===== src/design/wav_header_and_sample_parser_unit_macros.svh =====
// Assertion helpers for the WAV parser, clocked on i_clk, off during reset.
`ifndef WAV_HEADER_AND_SAMPLE_PARSER_UNIT_MACROS_SVH
`define WAV_HEADER_AND_SAMPLE_PARSER_UNIT_MACROS_SVH

// same-cycle implication
`define WAVP_ASSERT_NOW(lbl, ante, cons, msg) \
    lbl: assert property (@(posedge i_clk) disable iff (!i_rst_n) \
        (ante) |-> (cons)) else $error(msg);

// next-cycle implication
`define WAVP_ASSERT_NEXT(lbl, ante, cons, msg) \
    lbl: assert property (@(posedge i_clk) disable iff (!i_rst_n) \
        (ante) |=> (cons)) else $error(msg);

`endif


===== src/design/wavp_pkg.sv =====
package wavp_pkg;

    localparam logic [7:0]  CH_D     = 8'h64;
    localparam logic [7:0]  CH_A     = 8'h61;
    localparam logic [7:0]  CH_T     = 8'h74;
    localparam logic [31:0] DATA_TAG = 32'h64617461;

    localparam logic [3:0] FLD_LAST_FIXED = 4'd10;
    localparam logic [3:0] FLD_DATA_TAG   = 4'd11;
    localparam logic [3:0] FLD_DATA_SIZE  = 4'd12;

    localparam logic KIND_HEADER = 1'b0;
    localparam logic KIND_SAMPLE = 1'b1;

    // byte from the input side, tagged with the compares the scanner needs
    typedef struct packed {
        logic [7:0] data;
        logic       sof;
        logic       is_d;
        logic       eq_a;
        logic       eq_t;
    } t_item;

    typedef struct packed {
        logic               kind;
        logic [3:0]         field_id;
        logic [31:0]        field_value;
        logic signed [15:0] sample_value;
        logic               last_sample;
    } t_result;

    typedef enum logic [4:0] {
        S_HDR   = 5'b00001,
        S_SCAN  = 5'b00010,
        S_DSIZE = 5'b00100,
        S_SAMP  = 5'b01000,
        S_DONE  = 5'b10000
    } t_state;

    // RIFF, WAVE and fmt tags are packed big-endian
    function automatic logic fld_is_tag(input logic [3:0] fld);
        return (fld == 4'd0) || (fld == 4'd2) || (fld == 4'd3);
    endfunction

    // two-byte fields: format, channels, block align, bits per sample
    function automatic logic fld_is_short(input logic [3:0] fld);
        return (fld == 4'd5) || (fld == 4'd6) || (fld == 4'd9) || (fld == 4'd10);
    endfunction

endpackage


===== src/design/wavp_front.sv =====
module wavp_front (
    input  logic           i_clk,
    input  logic           i_rst_n,
    input  logic           i_push,
    input  logic [7:0]     i_data_byte,
    input  logic           i_start_of_file,
    output logic           o_full,
    output logic           o_valid,
    output wavp_pkg::t_item o_item,
    input  logic           i_take
);
    import wavp_pkg::*;

    t_item       r_mem [2];
    logic        r_wp, r_rp;
    logic [1:0]  r_cnt;
    t_item       w_item;
    logic        w_wr, w_rd;

    always_comb begin
        w_item.data = i_data_byte;
        w_item.sof  = i_start_of_file;
        w_item.is_d = (i_data_byte == CH_D);
        w_item.eq_a = (i_data_byte == CH_A);
        w_item.eq_t = (i_data_byte == CH_T);
    end

    assign o_full  = (r_cnt == 2'd2);
    assign o_valid = (r_cnt != 2'd0);
    assign o_item  = r_mem[r_rp];
    assign w_wr    = i_push && !o_full;
    assign w_rd    = i_take && o_valid;

    always_ff @(posedge i_clk) begin
        if (w_wr) begin
            r_mem[r_wp] <= w_item;
        end
    end

    always_ff @(posedge i_clk) begin
        if (!i_rst_n) begin
            r_wp  <= 1'b0;
            r_rp  <= 1'b0;
            r_cnt <= 2'd0;
        end else begin
            if (w_wr) begin
                r_wp <= ~r_wp;
            end
            if (w_rd) begin
                r_rp <= ~r_rp;
            end
            r_cnt <= r_cnt + {1'b0, w_wr} - {1'b0, w_rd};
        end
    end

endmodule


===== src/design/wavp_outq.sv =====
module wavp_outq (
    input  logic             i_clk,
    input  logic             i_rst_n,
    input  logic             i_wr,
    input  wavp_pkg::t_result i_res,
    output logic             o_full,
    output logic             o_empty,
    output wavp_pkg::t_result o_head,
    input  logic             i_pop
);
    import wavp_pkg::*;

    t_result     r_mem [2];
    logic        r_wp, r_rp;
    logic [1:0]  r_cnt;
    logic        w_wr, w_rd;

    assign o_full  = (r_cnt == 2'd2);
    assign o_empty = (r_cnt == 2'd0);
    assign o_head  = r_mem[r_rp];
    assign w_rd    = i_pop && !o_empty;
    assign w_wr    = i_wr && (!o_full || w_rd);

    always_ff @(posedge i_clk) begin
        if (w_wr) begin
            r_mem[r_wp] <= i_res;
        end
    end

    always_ff @(posedge i_clk) begin
        if (!i_rst_n) begin
            r_wp  <= 1'b0;
            r_rp  <= 1'b0;
            r_cnt <= 2'd0;
        end else begin
            if (w_wr) begin
                r_wp <= ~r_wp;
            end
            if (w_rd) begin
                r_rp <= ~r_rp;
            end
            r_cnt <= r_cnt + {1'b0, w_wr} - {1'b0, w_rd};
        end
    end

endmodule


===== src/design/wavp_back.sv =====
module wavp_back (
    input  logic              i_clk,
    input  logic              i_rst_n,
    input  logic              i_valid,
    input  wavp_pkg::t_item   i_item,
    output logic              o_take,
    input  logic              i_out_ready,
    output logic              o_res_valid,
    output wavp_pkg::t_result o_res
);
    import wavp_pkg::*;

    t_state      r_state, n_state;
    logic [3:0]  r_fld, n_fld;
    logic [1:0]  r_pos, n_pos;
    logic [31:0] r_acc, n_acc;
    logic        r_match, n_match;
    logic [30:0] r_rem, n_rem;
    logic [7:0]  r_held, n_held;

    // start_of_file restarts the parse with this byte
    t_state      e_state;
    logic [3:0]  e_fld;
    logic [1:0]  e_pos;
    logic [31:0] e_acc;
    logic        e_match;
    logic [30:0] e_rem;
    logic [31:0] w_le_acc;
    logic        w_tail_ok;
    logic        w_emit;
    t_result     w_res;

    assign o_take = i_valid && i_out_ready;

    always_comb begin
        e_state = i_item.sof ? S_HDR : r_state;
        e_fld   = i_item.sof ? 4'd0  : r_fld;
        e_pos   = i_item.sof ? 2'd0  : r_pos;
        e_acc   = i_item.sof ? 32'd0 : r_acc;
        e_match = i_item.sof ? 1'b1  : r_match;
        e_rem   = i_item.sof ? 31'd0 : r_rem;

        w_le_acc  = e_acc | ({24'd0, i_item.data} << {e_pos, 3'b000});
        // tail is "ata": middle byte is 't'
        w_tail_ok = (e_pos == 2'd2) ? i_item.eq_t : i_item.eq_a;

        n_state = e_state;
        n_fld   = e_fld;
        n_pos   = e_pos;
        n_acc   = e_acc;
        n_match = e_match;
        n_rem   = e_rem;
        n_held  = r_held;
        w_emit  = 1'b0;
        w_res   = '0;

        unique case (e_state)
            S_HDR: begin
                n_acc = fld_is_tag(e_fld) ? {e_acc[23:0], i_item.data} : w_le_acc;
                if (e_pos == (fld_is_short(e_fld) ? 2'd1 : 2'd3)) begin
                    w_emit            = 1'b1;
                    w_res.kind        = KIND_HEADER;
                    w_res.field_id    = e_fld;
                    w_res.field_value = n_acc;
                    n_acc             = 32'd0;
                    n_pos             = 2'd0;
                    n_fld             = e_fld + 4'd1;
                    if (e_fld == FLD_LAST_FIXED) begin
                        n_state = S_SCAN;
                    end
                end else begin
                    n_pos = e_pos + 2'd1;
                end
            end
            S_SCAN: begin
                if (e_pos == 2'd0) begin
                    if (i_item.is_d) begin
                        n_pos   = 2'd1;
                        n_match = 1'b1;
                    end
                end else if (e_pos != 2'd3) begin
                    n_pos   = e_pos + 2'd1;
                    n_match = e_match && w_tail_ok;
                end else begin
                    n_pos   = 2'd0;
                    n_match = 1'b1;
                    if (e_match && w_tail_ok) begin
                        w_emit            = 1'b1;
                        w_res.kind        = KIND_HEADER;
                        w_res.field_id    = FLD_DATA_TAG;
                        w_res.field_value = DATA_TAG;
                        n_acc             = 32'd0;
                        n_state           = S_DSIZE;
                    end
                end
            end
            S_DSIZE: begin
                n_acc = w_le_acc;
                if (e_pos == 2'd3) begin
                    w_emit            = 1'b1;
                    w_res.kind        = KIND_HEADER;
                    w_res.field_id    = FLD_DATA_SIZE;
                    w_res.field_value = w_le_acc;
                    n_rem             = w_le_acc[31:1];
                    n_acc             = 32'd0;
                    n_pos             = 2'd0;
                    n_state           = (w_le_acc[31:1] != 31'd0) ? S_SAMP : S_DONE;
                end else begin
                    n_pos = e_pos + 2'd1;
                end
            end
            S_SAMP: begin
                if (e_pos == 2'd0) begin
                    n_held = i_item.data;
                    n_pos  = 2'd1;
                end else begin
                    w_emit             = 1'b1;
                    w_res.kind         = KIND_SAMPLE;
                    w_res.sample_value = {i_item.data, r_held};
                    w_res.last_sample  = (e_rem == 31'd1);
                    n_pos              = 2'd0;
                    n_rem              = e_rem - 31'd1;
                    if (e_rem == 31'd1) begin
                        n_state = S_DONE;
                    end
                end
            end
            default: begin
                // done: bytes are dropped until the next file start
            end
        endcase
    end

    assign o_res_valid = o_take && w_emit;
    assign o_res       = w_res;

    always_ff @(posedge i_clk) begin
        if (o_take) begin
            r_held <= n_held;
        end
    end

    always_ff @(posedge i_clk) begin
        if (!i_rst_n) begin
            r_state <= S_HDR;
            r_fld   <= 4'd0;
            r_pos   <= 2'd0;
            r_acc   <= 32'd0;
            r_match <= 1'b1;
            r_rem   <= 31'd0;
        end else if (o_take) begin
            r_state <= n_state;
            r_fld   <= n_fld;
            r_pos   <= n_pos;
            r_acc   <= n_acc;
            r_match <= n_match;
            r_rem   <= n_rem;
        end
    end

endmodule


===== src/design/wav_header_and_sample_parser_unit.sv =====
// Path: a pushed byte is registered in the input queue; the back end parses it
// combinationally and writes the result it completes into the result queue.
// Throughput: one byte per cycle unless stalled, set by the combinational parse step.
// The back end stalls while the 2-entry result queue is full and not popped; the input
// side goes full once the 2-entry input queue backs up behind it.
// Reset: synchronous, active low; empties both queues and restarts at the RIFF tag.
module wav_header_and_sample_parser_unit (
    input  logic               i_clk,
    input  logic               i_rst_n,
    input  logic               push,
    output logic               full,
    input  logic [7:0]         i_data_byte,
    input  logic               i_start_of_file,
    output logic               empty,
    input  logic               pop,
    output logic               o_result_kind,
    output logic [3:0]         o_field_id,
    output logic [31:0]        o_field_value,
    output logic signed [15:0] o_sample_value,
    output logic               o_last_sample
);
    import wavp_pkg::*;

`include "wav_header_and_sample_parser_unit_macros.svh"

    logic    w_q_valid, w_q_take;
    t_item   w_q_item;
    logic    w_res_valid, w_oq_full;
    t_result w_res, w_head;

    wavp_front u_front (
        .i_clk           (i_clk),
        .i_rst_n         (i_rst_n),
        .i_push          (push),
        .i_data_byte     (i_data_byte),
        .i_start_of_file (i_start_of_file),
        .o_full          (full),
        .o_valid         (w_q_valid),
        .o_item          (w_q_item),
        .i_take          (w_q_take)
    );

    wavp_back u_back (
        .i_clk       (i_clk),
        .i_rst_n     (i_rst_n),
        .i_valid     (w_q_valid),
        .i_item      (w_q_item),
        .o_take      (w_q_take),
        .i_out_ready (!w_oq_full || (pop && !empty)),
        .o_res_valid (w_res_valid),
        .o_res       (w_res)
    );

    wavp_outq u_outq (
        .i_clk   (i_clk),
        .i_rst_n (i_rst_n),
        .i_wr    (w_res_valid),
        .i_res   (w_res),
        .o_full  (w_oq_full),
        .o_empty (empty),
        .o_head  (w_head),
        .i_pop   (pop)
    );

    assign o_result_kind  = w_head.kind;
    assign o_field_id     = w_head.field_id;
    assign o_field_value  = w_head.field_value;
    assign o_sample_value = w_head.sample_value;
    assign o_last_sample  = w_head.last_sample;

    `WAVP_ASSERT_NOW(a_no_take_when_blocked, w_oq_full && !pop && w_q_valid, !w_q_take,
        "back end consumed a byte with the result queue full")
    `WAVP_ASSERT_NOW(a_header_clean, !empty && (o_result_kind == KIND_HEADER),
        (o_sample_value == 16'sd0) && !o_last_sample && (o_field_id <= FLD_DATA_SIZE),
        "malformed header transaction")
    `WAVP_ASSERT_NOW(a_sample_clean, !empty && (o_result_kind == KIND_SAMPLE),
        (o_field_id == 4'd0) && (o_field_value == 32'd0),
        "sample transaction carries header data")
    `WAVP_ASSERT_NEXT(a_result_lands, w_res_valid, !empty,
        "result lost on its way to the result queue")

endmodule


===== config.mk =====
export PLATFORM = sky130hd
export DESIGN_NAME = wav_header_and_sample_parser_unit
export DESIGN_NICKNAME = d
export VERILOG_FILES = /design/src/design/wavp_pkg.sv /design/src/design/wavp_front.sv /design/src/design/wavp_outq.sv /design/src/design/wavp_back.sv /design/src/design/wav_header_and_sample_parser_unit.sv
export VERILOG_INCLUDE_DIRS = /design/src /design/src/design
export SDC_FILE = /design/constraint.sdc
export NUM_CORES = 1
export LEC_CHECK = 0
export BUFFER_PORTS_ARGS = -buffer_cell sky130_fd_sc_hd__buf_2
export CAP_MARGIN = 20
export CORE_MARGIN = 1
export CORE_UTILIZATION = 60
export CTS_CLUSTER_DIAMETER = 150
export DETAILED_ROUTE_END_ITERATION = 8
export PLACE_DENSITY = 0.79
export SYNTH_ARGS = -nofsm -noshare
export SYNTH_HDL_FRONTEND = slang
export SYNTH_SLANG_ARGS = --single-unit

===== constraint.sdc =====
create_clock -name i_clk -period 10.7 [get_ports i_clk]
set_input_delay 0.535 -clock i_clk [delete_from_list [all_inputs] [get_ports i_clk]]
set_output_delay 0.535 -clock i_clk [all_outputs]
set_load 0.02 [all_outputs]

# ---- Yosys cells after proc, flatten, opt, wreduce, memory -nomap -nowiden
# Memories as Yosys holds them, arrays and structs flattened. A register that Yosys moved wholly into a read port is not among the register bits.
# Cells that the tools add are included.
dict set report totals {
  out_inout_bits 56
  input_bits 13
  ram_bits 132
  reg_bits 91
  elab_cells 135
  memories 2
}
dict set report classes {
  n_mux 65
  n_eq_ne 20
  shifts 1
  reduce_logical 22
  add_sub_neg 7
  bitwise_logic 5
}
# memory words word_bits rd rd_ports_with_merged_regs wr line
set mem_list {}
lappend mem_list {u_outq.r_mem 2 54 1 1 1 wavp_outq.sv:13} ;# t_result r_mem [2];
lappend mem_list {u_front.r_mem 2 12 1 1 1 wavp_front.sv:14} ;# t_item r_mem [2];
# operator count
set op_table {}
lappend op_table {{two-way mux 32 bit} 7}
lappend op_table {{two-way mux 36 bit} 3}
lappend op_table {{case mux 36 bit (3 select lines)} 1}
lappend op_table {{case mux 32 bit (3 select lines)} 1}
lappend op_table {{two-way mux 31 bit} 3}
lappend op_table {{two-way mux 37 bit} 2}
lappend op_table {{case mux 31 bit (2 select lines)} 1}
lappend op_table {{two-way mux 5 bit} 10}
lappend op_table {{two-way mux 17 bit} 2}
lappend op_table {{OR 32 bit} 1}
lappend op_table {{<< shifter 8 x 5 -> 32 bit} 1}
lappend op_table {{equality test 31 x 1 -> 1 bit (second input constant)} 1}
lappend op_table {{nonzero test 31 bit} 1}
lappend op_table {{subtractor 31 x 1 -> 31 bit (second input constant)} 1}
lappend op_table {{equality test 8 x 7 -> 1 bit (second input constant)} 3}
lappend op_table {{two-way mux 1 bit} 21}
lappend op_table {{case mux 5 bit (4 select lines)} 1}
lappend op_table {{two-way mux 2 bit} 7}
lappend op_table {{two-way mux 4 bit} 3}
lappend op_table {{equality test 2 bit (second input constant)} 4}
lappend op_table {{equality test 4 x 2 -> 1 bit (second input constant)} 2}
lappend op_table {{equality test 4 x 3 -> 1 bit (second input constant)} 2}
lappend op_table {{equality test 4 bit (second input constant)} 2}
lappend op_table {{case mux 1 bit (4 select lines)} 2}
lappend op_table {{other kinds (19)} 38}

# ---- Longest topological paths before layout
# Gate-level depths: netlist of run 1.
dict set report depth {
  depth_word 13
  depth_mapped 17
  depth_no_buf 13
}

# ---- Cells and area by module
# Synthesis of run 1 repeated with hierarchy kept, for this count alone.
dict set report unflattened {
  hier_cells 1109
  area_unflattened_um2 11481.0
}
# mod area_per_inst_um2 cells_each seq_area_each_um2 instances
set modules_own_cells {}
lappend modules_own_cells {wavp_back 5968.2 838 1741.7 1}
lappend modules_own_cells {wavp_outq 4356.7 198 3343.2 1}
lappend modules_own_cells {wavp_front 1143.6 71 820.8 1}
lappend modules_own_cells {wav_header_and_sample_parser_unit 12.5 2 0.0 1}

# ---- Worst setup path after synthesis of run 1
# OpenSTA, ideal clock, no wires.
dict set report synth_timing {
  path_kind {flip-flop to flip-flop}
  from {reg (tool-made name)}
  to {mem u_outq.r_mem[0][0] (netlist bit) (enable)}
  setup_slack_ns 4.727
  setup_ns 0.472
  t_required_ns 10.228
  path_stages_with_launch 15
  arrival_time_ns 5.501
  path_buffers 5
  cell_sequence {dfxtp_1 buf_4 mux2i_1 buf_2 buf_2 buf_1 nand2_1 inv_1 ha_1 nor2_1 nor3_1 o211ai_1 clkbuf_1 a31oi_1 nor2b_1}
}
# element line
set synth_rtl {}
lappend synth_rtl {{to (decl)} wavp_outq.sv:13}

==> results of run 1 <==
flip-flops by register name, summed over array words and instances, names as in the netlist, named ones only:
| signal | flops |
|---|---|
| u_back.r_acc | 32 |
| u_back.r_fld | 4 |
| u_back.r_held | 8 |
| u_back.r_match | 1 |
| u_back.r_pos | 2 |
| u_back.r_rem | 31 |
| u_back.r_state | 5 |
| u_front.r_cnt | 2 |
| u_front.r_mem | 24 |
| u_front.r_rp | 1 |
| u_front.r_wp | 1 |
| u_outq.r_cnt | 2 |
| u_outq.r_mem | 108 |
| u_outq.r_rp | 1 |
| u_outq.r_wp | 1 |
worst paths after layout:
check / startpoint / end / slack [ns] / depth (start not counted)
max: register / u_outq.r_mem[1][36] / 4.97 / 11
min: i_data_byte[3] / u_front.r_mem[0][7] / 0.22 / 1
max reg2reg: register / u_outq.r_mem[1][36] / 4.97 / 11
min reg2reg: u_back.r_acc[31] / u_back.r_acc[31] / 0.46 / 2
metal layers:
layer | global-route usage, % | share of wire, % | vias up
met4 | 10.64 | 3.5 | 0
met2 | 49.09 | 44 | 658
met3 | 6.263 | 12 | 98
met5 | 0 | 0 | -
li1 | - | - | 4271
met1 | 47.60 | 41 | 4498
cells in the mapped netlist, drive strengths merged, types with 20 or more instances:
cell type,instances
nor2,101
mux2,58
nor3,20
o21ai,86
nand3,30
a32oi,25
inv,26
edfxtp,140
a21oi,86
nand2,81
clkbuf,52
dfxtp,85
buf,23
layout by cell type, fill, tap and decap left out, types with 17 or more instances in the layout:
| cell | n |
|---|---|
| a21oi_1 | 85 |
| a22oi_1 | 17 |
| a32oi_1 | 25 |
| buf_2 | 68 |
| buf_4 | 17 |
| clkbuf_16 | 24 |
| dfxtp_1 | 84 |
| edfxtp_1 | 140 |
| inv_1 | 22 |
| mux2_2 | 57 |
| nand2_1 | 81 |
| nand3_1 | 29 |
| nor2_1 | 101 |
| nor3_1 | 20 |
| o21ai_0 | 79 |
power by group through the flow:
stage	logic [W]	clock network, W	registers, W
5_1_grt	0.000972	0.000819	0.00108
3_5_place_dp	0.000876	0	0.00108
2_1_floorplan	0.000655	0	0.00104
6_report	0.000912	0.000773	0.00107
3_3_place_gp	0.000865	0	0.00108
4_1_cts	0.000882	0.000779	0.00106
layout make-up:
class | count | area, um2 | share of cell area, %
timing repair buffer | 86 | 479.2 | 3.818
clock inverter | 14 | 111.4 | 0.8873
clock buffer | 29 | 619.3 | 4.935
sequential | 225 | 5907 | 47.06
multi-input combinational | 767 | 5039 | 40.15
tap | 229 | 286.5 | 2.283
inverter | 29 | 108.9 | 0.8673
cells by family after synthesis:
family	synth area share, %
compound gates	19.82
buf+inv	3.797
xor+xnor	1.159
fa+ha+maj	1.435
flops	52.10
mux	7.141
simple gates	14.55
per-stage QoR:
stage | total power (W) | area, um2 | hold WS, ns | cells | util [%]
6_report | 0.002753 | 12550 | 0.2236 | 1379 | 68.93
5_1_grt | 0.002866 | 12550 | 0.2127 | 1379 | 68.93
4_1_cts | 0.002725 | 12520 | 0.2166 | 1375 | 68.74
3_5_place_dp | 0.001959 | 11790 | 0.4445 | 1332 | 64.73
3_3_place_gp | 0.001947 | 11790 | 0.4391 | 1332 | 64.73
2_1_floorplan | 0.001698 | 11340 | 0.4258 | 1096 | -
==> qor.txt, run 1 <==
Synth top area share -> 37.09%
CP dominant cell by count -> inv_1
Hold Path Class -> primary input to register
Leakage -> 4.506 nW
CTS Root Cell -> clkbuf_16
Routed wire length -> 31460 um
Final Cycle Share -> 53.57%
Internal -> 0.001724 W
CP top delay family -> simple AND/OR/NAND/NOR gates
Num ports -> 69
Fraction of layout cells with a size suffix above 1 -> 17.83%
Worst path buffer plus inverter count -> 4
Via density per instance -> 6.907
# Max-Cap Violations -> 0
Via count -> 9525
Gr ovfl total -> 0
Total global-route track usage -> 32.67%
Largest net degree at the start of global routing -> 69
Rows -> 49
Crit path required time -> 10.87 ns
CTS Sinks -> 225
F_max -> 174.4 MHz
Status -> complete, no violations
CP max-delay cell -> dfxtp_1
Slew headroom -> 36.78%
Final setup viols -> 0
Port bufs -> 68
Startpoint Class -> register
CP Data Arrival Time -> 5.91 ns
Async S/R FF share, synth -> 0%
Wire per inst -> 22.82 um
IR drop worst, VDD -> 0.1805 mV
Clk pwr share -> 28.1%
Clk buf depth -> 3
Clk_lat worst skew -> 0.53 ns
Initial core utilization -> 62.26%
Yosys synthesis warning count -> 0
Peak fanout along the critical path -> 54
Net Sw Power -> 0.001029 W
Post-DP HPWL -> 21250 um
Crit path largest cell delay -> 0.81 ns
Ys flop type -> edfxtp_1
DRC violations left -> 0
Ant. Diodes -> 0
Fin. Hold Viols -> 0
CTS Hold Bufs -> 0
Min cycle time layout -> 5.732 ns
Slew @ Worst Pin -> 0.9449 ns
CP endpoint kind -> register
Core ar. -> 18210 um2
Chip height -> 139.5 um
Fillers -> 1352
Post-synth EDFFs -> 140
Synth unique cells -> 86
Flop pwr share -> 38.8%
Yosys reg bits -> 225
Synth Cell Area -> 11340 um2
CTS Buf Count -> 24
Setup WS post-layout -> 4.968 ns
Sw Ratio -> 37.37%
CP Class -> register to register
Die ar. -> 19450 um2
Die X -> 139.5 um
Synth top area cells -> edfxtp_1 (37%), dfxtp_1 (15%), mux2_2 (5.7%), a21oi_1 (3.8%), o21ai_0 (3.5%)
Combinational power share -> 33.1%
Nets -> 1159
Post-Syn Nets -> 1122
Pwr/cell area -> 219.4 nW/um2
Syn-to-layout area delta -> 10.72%
Final Slew Violations -> 0
Sequential fraction of the synthesis area -> 52.10%
Final GP Congestion -> 0.9508
Dpl ws -> 5.140 ns
Iter 0 DRT Violations -> 1445
Vias in the first global route -> 8608
Setup TNS -> 0 ns
Post-Syn Instances -> 1096
RSZ-0062 raised after global routing -> no
Post-CTS sizing -> 0
Clock Skews -> 0.03203 ns
Synthesized area per cell -> 10.34 um2
H-tree depth -> 1
CTS tree -> done
First-pass GRT wire length -> 49410 um
Post-CTS Setup Bufs -> 0
Post-synth top area cell -> edfxtp_1
CTS clk-pin slew, worst paths -> 0.06 ns
Initial antenna violation count -> 0
Final ANT Viol Nets -> 0
Critical Path, Cell by Cell -> mux2_4 -> nor2_1 -> inv_1 -> ha_1 -> inv_1 -> nand4_1 -> inv_1 -> nor2_1 -> a31oi_1 -> and2_2 -> buf_4
1st-pass router iterations -> 8
(Power assumes the default switching activity.)
==> inputs of run 2 (changes only) <==
- clock period: 10.7 -> 5.4 ns (I/O delays scaled with it)
==> qor.txt, run 2 (same netlist as run 1, synthesis figures left out) <==
R2R setup slack -> 0.84 ns
Port bufs -> 68
Ant. Diodes -> 0
H-tree depth -> 1
CP endpoint kind -> register
Via count -> 9614
Total global-route track usage -> 32.82%
Clk_lat worst skew -> 0.52 ns
Initial antenna violation count -> 2
IR drop worst, VDD -> 0.3326 mV
Clk buf depth -> 3
Core ar. -> 18210 um2
Min cycle time layout -> 4.556 ns
Post-CTS sizing -> 0
CTS Sinks -> 225
Die ar. -> 19450 um2
Via density per instance -> 6.922
CP Class -> register to register
CTS tree -> done
Setup TNS -> 0 ns
Routed wire length -> 32190 um
Wire per inst -> 23.18 um
Crit path required time -> 5.59 ns
Rows -> 49
Pwr/cell area -> 439.9 nW/um2
Most frequent cells in the layout -> edfxtp_1 (140), nor2_1 (101), a21oi_1 (85)
Peak fanout along the critical path -> 40
Final design utilization -> 69.97%
Largest regs -> u_outq.r_mem: 108 flops, u_back.r_acc: 32 flops, u_back.r_rem: 31 flops
Iter 0 DRT Violations -> 1316
Fraction of layout cells with a size suffix above 1 -> 18.36%
Vias in the first global route -> 8706
CTS Root Cell -> clkbuf_16
Nets -> 1169
Fin. Hold Viols -> 0
Num ports -> 69
Final Cycle Share -> 84.38%
CTS clk-pin slew, worst paths -> 0.07 ns
Final setup viols -> 0
Post-DP HPWL -> 21240 um
Slew headroom -> 28.46%
Final GP Congestion -> 0.9743
CTS Buf Count -> 23
RSZ-0062 raised after global routing -> no
DRC violations left -> 1
Die X -> 139.5 um
Max reg flops -> 108
Tot Pwr -> 0.005605 W
First-pass GRT wire length -> 49650 um
Hold Path Class -> primary input to register
Clock Skews -> 0.02444 ns
Largest net degree at the start of global routing -> 65
Final Slew Violations -> 0
Leakage -> 4.571 nW
Hold_ws -> 0.1377 ns
Chip height -> 139.5 um
1st-pass router iterations -> 9
Failing checks -> design-rule violations
F_max -> 219.5 MHz
Commonest non-fill, non-tap cell in the layout -> edfxtp_1
Status -> complete, but fails checks
Startpoint Class -> register
Initial core utilization -> 62.26%
Final ANT Viol Nets -> 0
Syn-to-layout area delta -> 12.40%
Slew @ Worst Pin -> 1.069 ns
Largest Register -> u_outq.r_mem
CP Data Arrival Time -> 4.75 ns
# Max-Cap Violations -> 0
Gr ovfl total -> 0
## run 2: cell types whose count changed in the layout (fill, tap and decap cells not counted), moves of 2 or more
| cell | previous run | this run |
|---|---|---|
| clkbuf_8 | 0 | 2 |
| clkinv_1 | 9 | 4 |
| clkinvlp_4 | 1 | 3 |
| clkbuf_1 | 5 | 3 |
| buf_12 | 0 | 2 |
| bufinv_16 | 1 | 4 |
| dlygate4sd3_1 | 0 | 9 |
## run 2: where the power goes
group | switching (W) | internal (W) | total, W
registers | 0.000159 | 0.00195 | 0.00211
clock network | 0.000671 | 0.00100 | 0.00167
logic | 0.00122 | 0.000606 | 0.00182
total | 0.00205 | 0.00356 | 0.00561
## run 2: layout make-up
type	instances	area [um2]
Sequential cell	225	5907
Fill cell	1371	5468
Clock inverter	14	180.2
Inverter	29	108.9
Timing Repair Buffer	97	605.6
Tap cell	229	286.5
Multi-Input combinational cell	767	5039
Clock buffer	28	614.3
## run 2: per-stage QoR
step                cell area [um2]  std cells  worst slack, ns
floorplan                     11340       1096           0.4457
global placement              11840       1336            1.242
detailed placement            11840       1336            1.035
CTS                           12730       1387           0.9668
global route                  12740       1389           0.6794
finish                        12740       1389           0.8437
## run 2: metal layers
| metal | track usage, % | part of all wire [%] |
|---|---|---|
| met5 | 0 | 0.084 |
| met4 | 11.81 | 3.5 |
| met3 | 7.743 | 12 |
| met2 | 49.72 | 44 |
| met1 | 46.10 | 41 |
## run 2: worst max-delay path, cell delays in order, from the launching register on
cell	delay, ns
dfxtp_1	0.32
buf_4	0.25
mux2_4	0.34
nor2_1	0.38
inv_1	0.13
ha_1	0.37
inv_1	0.35
o2111a_1	0.35
nand2_1	0.31
a31oi_1	0.60
and2_2	0.50
buf_12	0.28
## run 2: worst paths after layout
kind	from	to	cells after the start
min reg2reg	u_back.r_acc[24]	u_back.r_acc[24]	2
min	push	u_front.r_wp	4
max	register	u_outq.r_mem[1][46]	11
max reg2reg	register	u_outq.r_mem[1][46]	11
## run 2: repair_timing
| item | in CTS | in global routing |
|---|---|---|
| endpoints found under the hold margin | 17 | 0 |
| buffers inserted | 0 | 0 |
| hold buffers | 9 | 0 |
==> inputs of run 3 (changes only) <==
- ABC_AREA: default -> 1
- CORE_UTILIZATION: 60 -> 56
- PLACE_DENSITY: 0.79 -> 0.77
- clock period: 5.4 -> 4.1 ns (I/O delays scaled with it)
==> qor.txt, run 3 <==
CTS Root Cell -> clkbuf_16
Async S/R FF share, synth -> 0%
Startpoint Class -> register
Chip height -> 152.0 um
Largest family of logic cells by synthesized area -> simple AND/OR/NAND/NOR gates
Worst reg2reg path startpoint -> u_front.r_mem[1][3]
CTS tree -> done
Post-Synth Adder-Cell Area -> 1.291%
CP Data Arrival Time -> 3.79 ns
Post-Syn Instances -> 1573
CP max-delay cell -> nor2_4
Pwr/cell area -> 672.3 nW/um2
Setup WS post-layout -> 0.5191 ns
Initial antenna violation count -> 0
Post-synthesis simple-gate area fraction -> 24.54%
Slew headroom -> 44.93%
CTS clk-pin slew, worst paths -> 0.06 ns
Synth Area in XOR/XNOR -> 0.1390%
Die X -> 152.0 um
Synth Area in Compound Gates -> 13.26%
Failing checks -> design-rule violations
Commonest non-fill, non-tap cell in the layout -> nand2_1
Yosys synthesis warning count -> 0
Synth top area cells -> edfxtp_1 (33%), dfxtp_1 (14%), nand2_1 (10%), o21ai_0 (5.5%), inv_1 (5.0%)
Synthesized area per cell -> 8.012 um2
Worst Setup SP -> u_front.r_mem[1][3]
Clk buf depth -> 3
Post-synth top cells -> nand2_1 (345), inv_1 (167), nor2_1 (165)
First-pass GRT wire length -> 57150 um
Gr ovfl total -> 0
Final GP Congestion -> 1.014
Iter 0 DRT Violations -> 1404
Largest net degree at the start of global routing -> 76
Final setup viols -> 0
Routed wire length -> 36160 um
Fin. Hold Viols -> 0
Post-synth top area cell -> edfxtp_1
# Max-Cap Violations -> 0
Clk_lat worst skew -> 0.54 ns
Peak fanout along the critical path -> 44
Clock Skews -> 0.01369 ns
Largest regs -> u_outq.r_mem: 108 flops, u_back.r_acc: 32 flops, u_back.r_rem: 31 flops
Max reg flops -> 108
Final Slew Violations -> 0
Crit path largest cell delay -> 0.42 ns
Slew @ Worst Pin -> 0.8174 ns
Rows -> 54
DRC violations left -> 12
Wire per inst -> 18.89 um
Crit path required time -> 4.31 ns
Fraction of layout cells with a size suffix above 1 -> 15.42%
Vias in the first global route -> 10440
Nets -> 1642
Synth top area share -> 33.36%
Post-synthesis mux area share -> 4.825%
Synth unique cells -> 49
Hold_ws -> 0.09020 ns
Min-delay src -> pop
Top-count cell post-synth -> nand2_1
Final ANT Viol Nets -> 0
Yosys reg bits -> 225
Num ports -> 69
Tot Pwr -> 0.009379 W
Via density per instance -> 5.949
Post-DP HPWL -> 24360 um
Ys flop type -> edfxtp_1
Setup TNS -> 0 ns
1st-pass router iterations -> 8
Core ar. -> 21960 um2
Most frequent cells in the layout -> nand2_1 (345), inv_1 (167), nor2_1 (163)
Leakage -> 6.021 nW
H-tree depth -> 1
RSZ-0062 raised after global routing -> no
Ant. Diodes -> 0
Via count -> 11390
Dpl ws -> 0.5594 ns
CTS Buf Count -> 24
Total global-route track usage -> 31.16%
F_max -> 279.3 MHz
Synth Cell Area -> 12600 um2
Final Cycle Share -> 87.34%
Largest Register -> u_outq.r_mem
CP Class -> register to register
Initial core utilization -> 57.40%
IR drop worst, VDD -> 0.3783 mV
Sequential fraction of the synthesis area -> 46.86%
Post-Syn Nets -> 1599
Post-synth EDFFs -> 140
Min cycle time layout -> 3.581 ns
Port bufs -> 68
CP dominant cell by count -> inv_1
Critical Path, Cell by Cell -> nand2_4 -> nand2_8 -> nor2_2 -> inv_1 -> ha_1 -> inv_1 -> nand2_1 -> nand4_1 -> nand3_4 -> nor2_8 -> inv_2 -> nand3_1 -> nand2_2 -> nor2_4 -> buf_12
Status -> complete, but fails checks
CP endpoint kind -> register
Syn-to-layout area delta -> 10.68%
Hold Path Class -> primary input to register
CTS Sinks -> 225
Die ar. -> 23110 um2
run 3: cell count changes in the layout (fill, tap and decap cells not counted), moves of 15 or more:
cell | before | now
a21oi_1 | 85 | 102
a22o_1 | 15 | 0
nand3_1 | 29 | 118
a32oi_1 | 25 | 0
a22oi_1 | 17 | 0
nor2_1 | 101 | 163
inv_1 | 22 | 167
a31oi_1 | 13 | 42
o21ai_0 | 79 | 138
nand2_1 | 81 | 345
run 3: logic make-up after synthesis:
logic type | count (synthesis)
buf+inv | 270
fa+ha+maj | 13
compound gates | 313
mux | 54
flops | 225
xor+xnor | 2
simple gates | 696
run 3: cell type report:
| class | count | area [um2] |
|---|---|---|
| clock buffers | 30 | 633.1 |
| fillers | 1913 | 8009 |
| multi-input cells | 1078 | 5579 |
| repair buffers | 101 | 635.6 |
| inverters | 186 | 700.7 |
| flip-flops and latches | 225 | 5907 |
| well taps | 280 | 350.3 |
| clock inverters | 14 | 143.9 |
run 3: final timing paths:
check	end	slack, ns	cells past startpoint
setup / recovery	u_outq.r_mem[0][37]	0.52	15
hold / removal	u_outq.r_rp	0.09	4
setup reg to reg	u_outq.r_mem[0][37]	0.52	15
hold reg to reg	u_outq.r_rp	0.45	1
run 3: layer usage:
| layer | GRT usage, % | vias up | part of all wire (%) |
|---|---|---|---|
| met5 | 0 | - | 0 |
| met4 | 12.15 | 0 | 4.0 |
| met3 | 4.763 | 102 | 11 |
| met2 | 47.53 | 678 | 43 |
| met1 | 44.69 | 5257 | 42 |
| li1 | - | 5349 | - |
run 3: stage by stage:
step	std cells	area, um2	util [%]
4_1_cts	1912	13930	63.46
6_report	1914	13950	63.53
3_5_place_dp	1859	13070	59.51
5_1_grt	1914	13950	63.53
2_1_floorplan	1573	12610	-
3_3_place_gp	1859	13070	59.51
run 3: critical path, delay by kind of cell, from the launching register on:
kind | cells | cell delay [ns]
AND/OR/NAND/NOR | 10 | 1.98
adder cells (fa/ha/maj) | 1 | 0.22
flip-flops | 1 | 0.41
buffers and inverters | 4 | 0.57
run 3: where the power goes:
group          switching, W  total (W)  internal (W)  leakage, nW
Sequential         0.000239    0.00301       0.00277         1.96
Clock              0.000926    0.00215       0.00123        0.361
Combinational       0.00301    0.00422       0.00121         3.70
Total               0.00417    0.00938       0.00521         6.02
run 3: timing repair:
item,4_1_cts,5_1_grt
gates resized for setup,0,0
endpoints found under the hold margin,18,0
hold buffers,9,0
buffers inserted,0,0
